<file path="src/hdl/fqs_pkg.sv">
// ----------------------------------------------------------------------------
// fqs_pkg
// Shared codes, result types and saturating helpers for the FASTQ read
// quality statistics block.
// ----------------------------------------------------------------------------
`default_nettype none

package fqs_pkg;

  // request modes
  localparam logic [1:0] MODE_BYTE    = 2'd0;
  localparam logic [1:0] MODE_SUMMARY = 2'd1;
  localparam logic [1:0] MODE_BIN     = 2'd2;

  // report kinds
  localparam logic KIND_SUMMARY = 1'b0;
  localparam logic KIND_BIN     = 1'b1;

  // configuration register indexes
  localparam logic CFG_Q_LOW  = 1'b0;
  localparam logic CFG_Q_HIGH = 1'b1;

  // threshold reset values (Q20 and Q30 with phred+33 offset)
  localparam logic [6:0] Q_LOW_RESET  = 7'd53;
  localparam logic [6:0] Q_HIGH_RESET = 7'd63;

  localparam logic [7:0] NEWLINE = 8'd10;

  // running totals as seen on the result port
  typedef struct packed {
    logic [31:0] reads_total;
    logic [47:0] base_count;
    logic [8:0]  min_len;
    logic [8:0]  max_len;
    logic [47:0] quality_bases;
    logic [47:0] q_low_bases;
    logic [47:0] q_high_bases;
    logic        length_clamped;
  } stats_t;

  // one result item
  typedef struct packed {
    logic        report_kind;
    stats_t      stats;
    logic [31:0] bin_count;
  } res_t;

  function automatic logic [31:0] sat_inc32(input logic [31:0] a);
    return (a == '1) ? a : a + 32'd1;
  endfunction

  function automatic logic [47:0] sat_inc48(input logic [47:0] a);
    return (a == '1) ? a : a + 48'd1;
  endfunction

endpackage

`default_nettype wire

</file>
<file path="src/hdl/fqs_outq.sv">
// ----------------------------------------------------------------------------
// fqs_outq
// Two-entry result queue: an output register and a skid register, so the
// input side keeps going while a result waits to be taken.
// ----------------------------------------------------------------------------
`default_nettype none

module fqs_outq import fqs_pkg::*; (
  input  wire logic  clk,
  input  wire logic  rst_n,
  input  wire logic  push,
  input  wire res_t  push_data,
  input  wire logic  out_stall,
  output logic       out_valid,
  output res_t       out_data,
  output logic [1:0] level
);

  logic head_v_r, head_v_nxt;
  res_t head_r, head_nxt;
  logic skid_v_r, skid_v_nxt;
  res_t skid_r, skid_nxt;
  logic pop;

  assign pop = head_v_r && !out_stall;

  // pop first, then place the new result in the first free slot
  always_comb begin
    head_v_nxt = head_v_r;
    head_nxt   = head_r;
    skid_v_nxt = skid_v_r;
    skid_nxt   = skid_r;
    if (pop) begin
      if (skid_v_r) begin
        head_nxt   = skid_r;
        skid_v_nxt = 1'b0;
      end else begin
        head_v_nxt = 1'b0;
      end
    end
    if (push) begin
      if (!head_v_nxt) begin
        head_v_nxt = 1'b1;
        head_nxt   = push_data;
      end else begin
        skid_v_nxt = 1'b1;
        skid_nxt   = push_data;
      end
    end
  end

  always_ff @(posedge clk) begin
    if (!rst_n) begin
      head_v_r <= 1'b0;
      skid_v_r <= 1'b0;
    end else begin
      head_v_r <= head_v_nxt;
      skid_v_r <= skid_v_nxt;
    end
  end

  always_ff @(posedge clk) begin
    head_r <= head_nxt;
    skid_r <= skid_nxt;
  end

  assign out_valid = head_v_r;
  assign out_data  = head_r;
  assign level     = {1'b0, head_v_r} + {1'b0, skid_v_r} - {1'b0, pop};

  // never push into a full queue
  a_no_overflow : assert property (@(posedge clk) disable iff (!rst_n)
    !(push && skid_v_r && !pop))
    else $error("result queue overflow");

  // skid entry only behind a valid head
  a_skid_behind_head : assert property (@(posedge clk) disable iff (!rst_n)
    skid_v_r |-> head_v_r)
    else $error("skid entry without head entry");

endmodule

`default_nettype wire

</file>
<file path="config.mk">
export PLATFORM = sky130hd
export DESIGN_NAME = fqs_outq
export DESIGN_NICKNAME = d
export VERILOG_FILES = /design/src/hdl/fqs_pkg.sv /design/src/hdl/fqs_outq.sv
export SDC_FILE = /design/constraint.sdc
export NUM_CORES = 1
export LEC_CHECK = 0
export ABC_AREA = 0
export BUFFER_PORTS_ARGS = -buffer_cell sky130_fd_sc_hd__buf_2
export CAP_MARGIN = 15
export CORE_MARGIN = 10
export CORE_UTILIZATION = 40
export CTS_BUF_LIST = sky130_fd_sc_hd__clkbuf_16
export DETAILED_ROUTE_END_ITERATION = 8
export HOLD_SLACK_MARGIN = 0.02
export MAX_ROUTING_LAYER = met4
export PLACE_DENSITY = 0.65
export SYNTH_ARGS = -nofsm -noshare
export SYNTH_HDL_FRONTEND = slang
export SYNTH_SLANG_ARGS = --single-unit
</file>
<file path="constraint.sdc">
create_clock -name clk -period 7.27 [get_ports clk]
set_input_delay 0.727 -clock clk [delete_from_list [all_inputs] [get_ports clk]]
set_output_delay 0.727 -clock clk [all_outputs]
set_load 0.03 [all_outputs]
</file>
==> impl_metrics.csv <==
group,metric,value,unit
floorplan,core_area,55500,sq um
power_and_ir_drop,power,8.01,mW
clock_network,insertion_delay,0.62,ns
clock_network,root_buffer,"clkbuf_16",
placed_design,port_buffers,558,
clock_network,cts_hold_buf,0,
yosys,synth_area_leaders,"edfxtp_1 37%, dfxtp_1 25%, a221oi_2 16%",
route,drt_iter0_drc,1428,
setup_path,path_max_fanout,57,
placed_design,dp_hpwl,45.8,mm
setup_path,cp.required,6.54,ns
setup_path,crit_family,"buffers and inverters",
yosys,yosysTopAreaCellShare,36.7,%
floorplan,die-height,257,um
yosys,synth_area_per_cell,12.3,sq um
setup_path,worst_path_max_delay_cell,"buf_4",
power_and_ir_drop,power_frac_comb,18.9,%
power_and_ir_drop,ir_drop,194,uV
global_routing,grt_pass1_wl,105,mm
setup_path,slowest_delay,0.82,ns
global_routing,gr-total-overflow,0,
timing,final-setup-viol-count,0,
layout,layout-drive-gt1-share,37.9,%
timing,rsz0062_at_grt,"no",
layout,final_common_cell,"buf_2",
timing,clock_skew,0.0147,ns
floorplan,rows,86,
yosys,synth_top_area_cell,"edfxtp_1",
setup_path,startpoint_type,"flop",
power_and_ir_drop,p_clk_share,34.6,%
clock_network,cts.sinks,554,
layout,syn_to_final_growth,21.8,%
yosys,syn_nets,2109,
route,ant_nets,0,
global_routing,antenna_found_initial,23,
power_and_ir_drop,p_int,5.57,mW
layout,layout.nets,2588,
setup_path,end_kind,"output port",
route,route.detailed.drc,0,
clock_network,tritoncts,"built",
clock_network,path_clk_slew,0.06,ns
layout,final_cell_mix,"558 x buf_2, 301 x inv_1, 278 x nor2_1, 277 x dfxtp_1, 276 x edfxtp_1",
status,status,"complete, no violations",
job,maxCapViolCount,0,
clock_network,cts_resized,0,
clock_network,ctsHtreeMaxLevel,2,
setup_path,crit_path_cell_trace,"buf_4 > nand2b_1 > ha_1 > inv_1 > ha_1 > xor2_1 > buf_2",
layout,layoutNonFillerInstCount,3127,
setup_path,critPathMostFrequentCell,"ha_1",
timing,finalCriticalPeriod,4.22,ns
yosys,seq_area_frac_synth,61.4,%
clock_network,clock_path_buffers,3,
floorplan,io_pins,559,
layout,final_core_util,49.5,%
placed_design,gp_congestion,0.844,
timing,drv_slew,0,
floorplan,start_util,40.6,%
power_and_ir_drop,p_sw_share,30.5,%
route,via_count,17147,
placed_design,dp.cells,2994,
global_routing,grt_max_degree,153,
yosys,synthDistinctLibCells,21,
route,wire_per_inst,22.3,um
yosys,ys_ff_latch,554,
timing,relSlewSlack,20.8,%
timing,tightest_slew,1.19,ns
timing,hold_viol_final,0,
power_and_ir_drop,power_density,291,nW/um^2
timing,whs,0.300,ns
layout,fillers,4993,
timing,fmax,237,MHz
route,viasPerCell,5.48,
timing,setup_tns,0,ns
timing,period_share,58.0,%
clock_network,cts_buffers,58,
yosys,synth_area,22600,sq um
setup_path,crit_type,"reg -> out",
power_and_ir_drop,p_leak,11.3,nW
route,routed_wl,69.9,mm
hold_path,hold_path.class,"in -> reg",
power_and_ir_drop,p_sw,2.44,mW
yosys,synth_warnings,0,
setup_path,cp.buffers_inverters,3,
floorplan,dieArea,66300,sq um
global_routing,grt_pass1_vias,17143,
route,firstDrtPassIters,6,
yosys,postSynthCellCount,1827,
global_routing,track_usage,20.4,%
power_and_ir_drop,power_frac_seq,46.5,%
clock_network,cts_setup_buffers,0,
floorplan,die_width,257,um
setup_path,worst-endpoint-arrival,3.49,ns
## kinds of logic (layout without fill, tap and decap cells)
logic type,Yosys count,after routing,share of synthesized area (%)
XOR/XNOR,1,1,0.0388
flip-flops,554,554,61.4
adder cells (fa/ha/maj),2,2,0.111
other,0,25,0
AND/OR/NAND/NOR,282,282,4.74
AO/OA/AOI/OAI,556,556,25.2
buffers and inverters,432,959,8.54
## layer usage
| metal | share of wire, % | global-route usage (%) | vias up | wire length (um) |
|---|---|---|---|---|
| met5 | 0 | - | - | 0 |
| met4 | 2.5 | 6.93 | 0 | 1720 |
| met3 | 7.9 | 5.18 | 105 | 5500 |
| met2 | 50 | 33.1 | 640 | 35000 |
| met1 | 40 | 24.5 | 8527 | 27700 |
| li1 | - | - | 7875 | - |
## registers in the layout (all words and copies together), names as in the netlist
signal and cells:
skid_v_r 1, skid_r 276, out_valid 1, out_data 276
## area by class of cell
cell class / count / area [sq um] / area share (%)
antenna: 25 / 62.6 / 0.228
timing repair buffer: 573 / 2990 / 10.9
tap: 748 / 936 / 3.41
clock inverter: 49 / 297 / 1.08
multi-input combinational: 841 / 6810 / 24.8
inverter: 278 / 1050 / 3.82
clock buffer: 59 / 1480 / 5.37
sequential: 554 / 13900 / 50.4
## path summary, 6_finish.rpt
kind | startpoint | endpoint | slack, ns | depth (start not counted)
min reg2reg | out_data[9] | out_data[9] | 0.52 | 2
min | push_data[83] | skid_r[83] | 0.30 | 1
max | out_valid | level[1] | 3.05 | 7
max reg2reg | out_valid | out_data[221] | 3.60 | 5
## cell usage after synthesis, drive strengths merged
| library cell | count |
|---|---|
| nor2b | 1 |
| clkinv | 1 |
| nor2 | 278 |
| clkbuf | 51 |
| dfxtp | 278 |
| ha | 2 |
| buf | 103 |
| edfxtp | 276 |
| o21a | 3 |
| and2 | 1 |
| o2bb2ai | 1 |
| a21o | 1 |
| nand2b | 2 |
| o22ai | 275 |
| inv | 277 |
| xor2 | 1 |
| a221oi | 276 |
## worst register-to-register path, stage by stage (launching register included)
cell and delay [ns]:
dfxtp_4 0.80, buf_4 0.84, a21o_4 0.70, buf_4 0.81, nor2_1 0.21, a221oi_2 0.22
## stage by stage
| step | cell area (sq um) | worst slack (ns) |
|---|---|---|
| floorplan | 22600 | 2.56 |
| global placement | 25600 | 3.70 |
| detailed placement | 25600 | 3.68 |
| CTS | 27400 | 3.02 |
| global route | 27500 | 2.85 |
| finish | 27500 | 3.05 |
## power by group through the flow
stage	clock network [mW]	logic [mW]	registers, mW
finish	2.77	1.51	3.72
global route	2.98	1.61	3.75
CTS	2.84	1.53	3.72
detailed placement	0	1.52	3.78
global placement	0	1.49	3.76
floorplan	0	0.611	4.18
Power figures use the tool's default switching activity.
