--- src/hdl/fqs_pkg.sv ---
// ----------------------------------------------------------------------------
// fqs_pkg
// Shared codes, result types and saturating helpers for the FASTQ read
// quality statistics block.
// ----------------------------------------------------------------------------
`default_nettype none

package fqs_pkg;

  // request modes
  localparam logic [1:0] MODE_BYTE    = 2'd0;
  localparam logic [1:0] MODE_SUMMARY = 2'd1;
  localparam logic [1:0] MODE_BIN     = 2'd2;

  // report kinds
  localparam logic KIND_SUMMARY = 1'b0;
  localparam logic KIND_BIN     = 1'b1;

  // configuration register indexes
  localparam logic CFG_Q_LOW  = 1'b0;
  localparam logic CFG_Q_HIGH = 1'b1;

  // threshold reset values (Q20 and Q30 with phred+33 offset)
  localparam logic [6:0] Q_LOW_RESET  = 7'd53;
  localparam logic [6:0] Q_HIGH_RESET = 7'd63;

  localparam logic [7:0] NEWLINE = 8'd10;

  // running totals as seen on the result port
  typedef struct packed {
    logic [31:0] reads_total;
    logic [47:0] base_count;
    logic [8:0]  min_len;
    logic [8:0]  max_len;
    logic [47:0] quality_bases;
    logic [47:0] q_low_bases;
    logic [47:0] q_high_bases;
    logic        length_clamped;
  } stats_t;

  // one result item
  typedef struct packed {
    logic        report_kind;
    stats_t      stats;
    logic [31:0] bin_count;
  } res_t;

  function automatic logic [31:0] sat_inc32(input logic [31:0] a);
    return (a == '1) ? a : a + 32'd1;
  endfunction

  function automatic logic [47:0] sat_inc48(input logic [47:0] a);
    return (a == '1) ? a : a + 48'd1;
  endfunction

endpackage

`default_nettype wire

--- src/hdl/fqs_scan.sv ---
// ----------------------------------------------------------------------------
// fqs_scan
// Line parser and running totals: tracks the record line phase and the
// position on the line, ends sequence lines into a length, and counts
// quality characters against the two thresholds.
// ----------------------------------------------------------------------------
`default_nettype none

module fqs_scan import fqs_pkg::*; #(
  parameter int MAX_LEN = 512,
  localparam int LW = $clog2(MAX_LEN)
) (
  input  wire logic          clk,
  input  wire logic          rst_n,
  input  wire logic          byte_go,
  input  wire logic [7:0]    data_byte,
  input  wire logic [6:0]    q_low,
  input  wire logic [6:0]    q_high,
  output stats_t             stats,
  output logic               upd_valid,
  output logic [LW-1:0]      upd_addr
);

  localparam int PW = $clog2(MAX_LEN + 1);

  typedef enum logic [1:0] {PH_HEADER, PH_SEQ, PH_SEP, PH_QUAL} phase_t;

  phase_t         phase_r, phase_nxt;
  logic [PW-1:0]  pos_r;
  logic [LW-1:0]  cur_len_r;
  logic [31:0]    reads_r;
  logic [47:0]    bases_r, bases_nxt;
  logic [LW-1:0]  shortest_r;
  logic [LW-1:0]  longest_r;
  logic [47:0]    qual_tot_r;
  logic [47:0]    qual_low_r;
  logic [47:0]    qual_high_r;
  logic           clamp_r;

  logic           is_nl;
  logic           too_long;
  logic [LW-1:0]  seq_len;
  logic           seq_end;
  logic           qual_hit;
  logic [48:0]    bases_sum;

  // byte classification
  assign is_nl    = (data_byte == NEWLINE);
  assign too_long = (pos_r > PW'(MAX_LEN - 1));
  assign seq_len  = too_long ? LW'(MAX_LEN - 1) : LW'(pos_r);
  assign seq_end  = byte_go && is_nl && (phase_r == PH_SEQ);
  assign qual_hit = byte_go && !is_nl && (phase_r == PH_QUAL) && (pos_r < PW'(cur_len_r));

  // saturating base count
  assign bases_sum = {1'b0, bases_r} + 49'(seq_len);
  assign bases_nxt = bases_sum[48] ? '1 : bases_sum[47:0];

  // next line phase, wraps after the quality line
  always_comb begin
    case (phase_r)
      PH_HEADER: phase_nxt = PH_SEQ;
      PH_SEQ:    phase_nxt = PH_SEP;
      PH_SEP:    phase_nxt = PH_QUAL;
      PH_QUAL:   phase_nxt = PH_HEADER;
      default:   phase_nxt = PH_HEADER;
    endcase
  end

  // parser state and counters
  always_ff @(posedge clk) begin
    if (!rst_n) begin
      phase_r     <= PH_HEADER;
      pos_r       <= '0;
      cur_len_r   <= '0;
      reads_r     <= '0;
      bases_r     <= '0;
      shortest_r  <= '1;
      longest_r   <= '0;
      qual_tot_r  <= '0;
      qual_low_r  <= '0;
      qual_high_r <= '0;
      clamp_r     <= 1'b0;
    end else begin
      if (byte_go) begin
        if (is_nl) begin
          phase_r <= phase_nxt;
          pos_r   <= '0;
        end else if (pos_r < PW'(MAX_LEN)) begin
          pos_r <= pos_r + PW'(1);
        end
      end
      if (seq_end) begin
        cur_len_r <= seq_len;
        reads_r   <= sat_inc32(reads_r);
        bases_r   <= bases_nxt;
        if (seq_len < shortest_r) begin
          shortest_r <= seq_len;
        end
        if (seq_len > longest_r) begin
          longest_r <= seq_len;
        end
        if (too_long) begin
          clamp_r <= 1'b1;
        end
      end
      if (qual_hit) begin
        qual_tot_r <= sat_inc48(qual_tot_r);
        if (data_byte >= {1'b0, q_low}) begin
          qual_low_r <= sat_inc48(qual_low_r);
        end
        if (data_byte >= {1'b0, q_high}) begin
          qual_high_r <= sat_inc48(qual_high_r);
        end
      end
    end
  end

  // histogram increment for each finished sequence line
  assign upd_valid = seq_end;
  assign upd_addr  = seq_len;

  // totals as reported
  always_comb begin
    stats.reads_total    = reads_r;
    stats.base_count     = bases_r;
    stats.min_len        = (reads_r == '0) ? 9'd0 : 9'(shortest_r);
    stats.max_len        = 9'(longest_r);
    stats.quality_bases  = qual_tot_r;
    stats.q_low_bases    = qual_low_r;
    stats.q_high_bases   = qual_high_r;
    stats.length_clamped = clamp_r;
  end

endmodule

`default_nettype wire

--- config.mk ---
export PLATFORM = sky130hd
export DESIGN_NAME = fqs_scan
export DESIGN_NICKNAME = d
export VERILOG_FILES = /design/src/hdl/fqs_pkg.sv /design/src/hdl/fqs_scan.sv
export SDC_FILE = /design/constraint.sdc
export NUM_CORES = 1
export LEC_CHECK = 0
export BUFFER_PORTS_ARGS = -buffer_cell sky130_fd_sc_hd__buf_2
export CAP_MARGIN = 10
export CORE_MARGIN = 8
export CORE_UTILIZATION = 40
export CTS_BUF_LIST = sky130_fd_sc_hd__clkbuf_8 sky130_fd_sc_hd__clkbuf_16
export CTS_CLUSTER_SIZE = 8
export DETAILED_ROUTE_END_ITERATION = 7
export PLACE_DENSITY_LB_ADDON = 0.1
export RECOVER_POWER = 25
export SETUP_SLACK_MARGIN = 0.02
export SLEW_MARGIN = 20
export SYNTH_ARGS = -nofsm -noshare
export SYNTH_HDL_FRONTEND = slang
export SYNTH_SLANG_ARGS = --single-unit
--- constraint.sdc ---
create_clock -name clk -period 3.7 [get_ports clk]
set_input_delay 0.74 -clock clk [delete_from_list [all_inputs] [get_ports clk]]
set_output_delay 0.74 -clock clk [all_outputs]
set_load 0.01 [all_outputs]
==> results of run 1 <==
## critical path, delay by kind of cell
kind	cells	cell delay, ps
AND/OR/NAND/NOR	2	780
buffers and inverters	2	2070
## flip-flops by register name (all words and copies together) (netlist names)
signal       flops
reads_r         32
longest_r        9
qual_high_r     48
qual_low_r      48
qual_tot_r      48
phase_r          2
clamp_r          1
bases_r         48
shortest_r       9
cur_len_r        9
pos_r           10
## through the flow
| step | utilization | setup slack, ps |
|---|---|---|
| CTS | 0.4882 | 527.4 |
| finish | 0.4841 | 474.9 |
| detailed placement | 0.4583 | 348.6 |
| global placement | 0.4583 | 388.2 |
| floorplan | - | 814.9 |
| global route | 0.4841 | 249.4 |
## synthesized netlist by cell type, drive strengths merged (29+ instances only)
library cell	n	area, µm²
nor2	149	561.8
nor4	42	290.3
and3	32	200.2
a211oi	29	232.7
nand2	141	531.8
clkbuf	58	219.0
o21ai	68	340.3
nand3	97	485.5
a21oi	115	579.3
dfxtp	264	5285
xor2	39	341.6
nand4	69	450.4
xnor2	68	595.6
ha	58	725.7
inv	82	307.8
or4	38	289.0
or3	55	344.1
nor3	50	255.3
## final cells by class
class	count	area, µm²	area share
multi-input cells	1262	7891	0.4754
flip-flops and latches	264	5285	0.3184
repair buffers	313	1511	0.09105
clock buffers	41	1026	0.06181
well taps	455	569.3	0.03430
inverters	83	316.6	0.01907
## routing by layer
layer  global-route usage  vias up  part of all wire
li1                     -     6671                 -
met1               0.2702     6288              0.47
met2               0.3194      296              0.45
met3              0.05339       48             0.062
met4              0.04670        0             0.016
met5                    0        -                 0
## placed cells by master (no fill, tap or decap), drive strengths merged, types with 32 or more instances in the layout
master,Yosys,final
a21oi,115,115
buf,16,198
nand4,69,69
inv,82,82
xnor2,68,68
clkbuf,58,156
nand3,97,97
nor3,50,50
nand2,141,141
nor2,149,149
or3,55,55
xor2,39,39
dfxtp,264,264
and3,32,32
nor4,42,42
or4,38,38
ha,58,58
o21ai,68,68
## worst min path at each step
stage / startpoint / endpoint / slack [ps]
after floorplan: clamp_r / clamp_r / 440
after global placement: qual_high_r[36] / qual_high_r[36] / 450
after detailed placement: cur_len_r[2] / cur_len_r[2] / 460
after CTS: cur_len_r[2] / cur_len_r[2] / 470
after global routing: cur_len_r[8] / cur_len_r[8] / 490
final: cur_len_r[4] / cur_len_r[4] / 470
## where the power goes
| group | switching [mW] | total, mW | internal [mW] | leakage [nW] |
|---|---|---|---|---|
| Sequential | 0.00238 | 2.85 | 2.85 | 2.13 |
| Clock | 1.21 | 3.14 | 1.93 | 0.505 |
| Combinational | 0.103 | 0.149 | 0.0461 | 3.66 |
## logic make-up after synthesis
kind of cell,after synthesis
compound gates,319
xor+xnor,107
fa+ha+maj,59
buf+inv,157
flops,264
mux,15
simple gates,762
==> run summary, run 1 <==
Status = complete, but fails checks
Failing checks = capacitance limit, slew limit
CP Launch Type = input pin
Proportion of layout cells with a drive suffix above 1 = 0.1406
Post-cts gate resize count = 0
Nets = 2,046
Syn_area_per_cell = 8.193 µm²
Clock slew at reported path FFs = 50 ps
Max IR drop VDD = 0.2904 mV
# rows = 68
Die area = 0.04067 mm²
Crit path DAT = 3670 ps
YS warnings = 0
R2R Path End = bases_r[22]
Die Ht = 201.7 µm
Routed WL per cell = 17.64 µm
Hold Path Class = flop to flop
Routed WL = 42,650 µm
Critical path endpoint = qual_low_r[25]
CTS tree = done
Pins over their slew limit = 31
Finished Layout Cells = 2,418
Slew @ Worst Pin = 1860 ps
Simple-Gate Fraction of Synth Area = 0.2945
DP Cell Count = 2,376
Design area = 0.01660 mm²
Max stage delay on crit path = 1300 ps
Area of the core = 0.03429 mm²
Slew headroom = -0.2400
DRC Markers = 0
Routed Antenna Nets = 0
Hold-fix buffers, CTS = 0
Synth Area in Compound Gates = 0.1446
Initial antenna violation count = 0
Path type of the worst setup path = input pin to flop
Main synth FF type = dfxtp_1
Post-synthesis sequential area ratio = 0.3833
Setup crit end kind = flop
Hold Path Depth = 2
Setup Fix Bufs, Post-CTS = 0
Total negative setup slack = 0 ps
Unrepaired setup endpoints after global routing = no
Syn Inst Count = 1,683
CP startpoint = rst_n
Multiplexer area fraction after synthesis = 0.01089
Xor and xnor area share after synthesis = 0.06797
Root Buffer = clkbuf_16
Design Power = 6.140 mW
Clock sink total = 264
DP Area = 0.01571 mm²
CP cell instances = clkbuf_1 -> inv_6 -> or4_1 -> nand2_1
Worst-Skew Late Latency = 510 ps
Fill cells = 3,462
Layout Skew = 16.86 ps
Syn_nets = 1,767
Num ports = 278
Inserted Diodes = 0
Final period utilization = 0.8716
CP max-delay cell = clkbuf_1
Drt first-iter violations = 801
Bufs on Longest Clock Path = 3
Lkg Pwr = 6.290 nW
Gr ovfl total = 0
Vias in the first global route = 12,756
Setup violators final = 0
Via Count = 13,303
Post-Synth Adder-Cell Area = 0.05408
Synth-to-Final Area Change = 20.39%
Number of port buffers = 277
Max-cap violations = 1
Main combinational cell family by area after synthesis = simple AND/OR/NAND/NOR gates
Global-route wire length before repair = 69,460 µm
Pin count of the biggest net entering global routing = 119
Yosys reg bits = 264
CP Data Required Time = 4140 ps
R2R Path Start = pos_r[9]
1st-pass router iterations = 7
FFs w/ async S/R, synth = 0
Reg2reg path depth = 12
Final HPWL DP = 30,540 µm
Maximum fanout along the worst path = 118
Power density over cell area = 369.9 mW/mm²
Final hold vios = 0
Period minus WS final = 3225 ps
DR vias/cell = 5.502
Fmax = 310.1 MHz
Initial core utilization = 0.4021
Die Wd = 201.7 µm
GPL Wtd Cong = 0.8679
Unique masters post-synth = 73
Total track usage = 0.2015
CTS buffer count = 38
# H-tree levels = 2
Worst hold slack = 465.4 ps
Number of flops mapped to enable cells by yosys = 0
Worst R2R Setup Slack = 580 ps
Syn Std Cell Area = 0.01379 mm²
Note: power is estimated with default switching activity, not from simulation.
==> run 2, diff against run 1 <==
Settings changed: CORE_UTILIZATION 40 to 56.
==> run summary, run 2 (same netlist as run 1, synthesis figures left out) <==
Status = complete, but fails checks
Failing checks = capacitance limit, slew limit
Fill cells = 2,135
Total negative setup slack = 0 ps
CP Data Required Time = 4140 ps
Final HPWL DP = 28,330 µm
Global-route wire length before repair = 65,270 µm
Area of the core = 0.02425 mm²
Pin count of the biggest net entering global routing = 108
Power density over cell area = 368.7 mW/mm²
Worst-Skew Late Latency = 510 ps
Root Buffer = clkbuf_16
Via Count = 13,600
Setup crit end kind = flop
# rows = 57
Most frequent cells in the layout = dfxtp_1 (264), buf_2 (158), nor2_1 (148)
DP Area = 0.01548 mm²
Pins over their slew limit = 108
Hold-fix buffers, CTS = 0
Number of port buffers = 277
Path type of the worst setup path = flop to flop
Final Util = 0.6732
Bufs on Longest Clock Path = 3
Final period utilization = 0.8917
Routed Antenna Nets = 0
Finished Layout Cells = 2,277
Max IR drop VDD = 0.3058 mV
Design Power = 6.018 mW
Die Wd = 172.9 µm
Layout Skew = 19.13 ps
Period minus WS final = 3299 ps
Proportion of layout cells with a drive suffix above 1 = 0.1342
DR vias/cell = 5.973
Synth-to-Final Area Change = 18.39%
Routed WL = 40,050 µm
Max-cap violations = 1
Setup Fix Bufs, Post-CTS = 0
GPL Wtd Cong = 0.8653
Slew @ Worst Pin = 1849 ps
Design area = 0.01632 mm²
Slew headroom = -0.2326
Unrepaired setup endpoints after global routing = no
Initial core utilization = 0.5686
Commonest non-fill, non-tap cell in the layout = dfxtp_1
Worst setup margin = 400.8 ps
Routed WL per cell = 17.59 µm
Worst hold slack = 470.4 ps
Gr ovfl total = 0
Total track usage = 0.2549
Nets = 2,037
Hold Path Class = flop to flop
Drt first-iter violations = 923
Clock slew at reported path FFs = 50 ps
Final hold vios = 0
Post-cts gate resize count = 0
Initial antenna violation count = 0
# H-tree levels = 2
CTS buffer count = 38
Die Ht = 172.9 µm
Inserted Diodes = 0
Lkg Pwr = 6.201 nW
Vias in the first global route = 12,958
Die area = 0.02990 mm²
Fmax = 303.1 MHz
Setup violators final = 0
DRC Markers = 0
Crit path DAT = 3740 ps
CP Launch Type = flop
CTS tree = done
DP Cell Count = 2,236
Pre-CTS WS = 425.8 ps
Clock sink total = 264
Maximum fanout along the worst path = 15
1st-pass router iterations = 5
Num ports = 278
## run 2: changes by cell type in the layout (fill, tap and decap cells not counted)
cell	delta
buf_4	-9
clkinvlp_4	+1
o21ai_2	+1
buf_2	-5
clkbuf_16	-2
clkbuf_1	+5
o21ai_1	-1
## run 2: worst paths after layout
path	start	end	slack [ps]	depth (start not counted)
worst max-delay path	pos_r[9]	bases_r[0]	400	12
worst min-delay path	cur_len_r[4]	cur_len_r[4]	470	2
worst max register to register	pos_r[9]	bases_r[0]	400	12
worst min register to register	cur_len_r[4]	cur_len_r[4]	470	2
## run 2: cell type report
cell class,instances,area (µm²),area share
clock inverters,1,8.758,0.0005366
multi-input cells,1262,7895,0.4837
well taps,324,405.4,0.02484
flip-flops and latches,264,5285,0.3238
inverters,83,315.3,0.01932
clock buffers,39,975.9,0.05979
repair buffers,304,1438,0.08807
## run 2: routing by layer
metal  track usage  part of all wire  up-vias
li1              -                 -     6645
met1        0.3201              0.43     6394
met2        0.4113              0.46      462
met3       0.06360             0.074       99
met4        0.1078             0.039        0
met5             0                 0        -
## run 2: critical path: stages, from the launching register on
cell	delay, ps
dfxtp_1	570
nor2_1	120
inv_1	120
ha_1	200
inv_1	60
fa_1	400
nor2b_1	160
o2111ai_1	170
a31o_2	320
a21oi_1	440
nand2_1	310
nand2_1	170
o221a_2	190
## run 2: where the power goes
group	internal (mW)	switching, mW
sequential	2.85	0.00262
combinational	0.0438	0.0981
clock	1.84	1.18
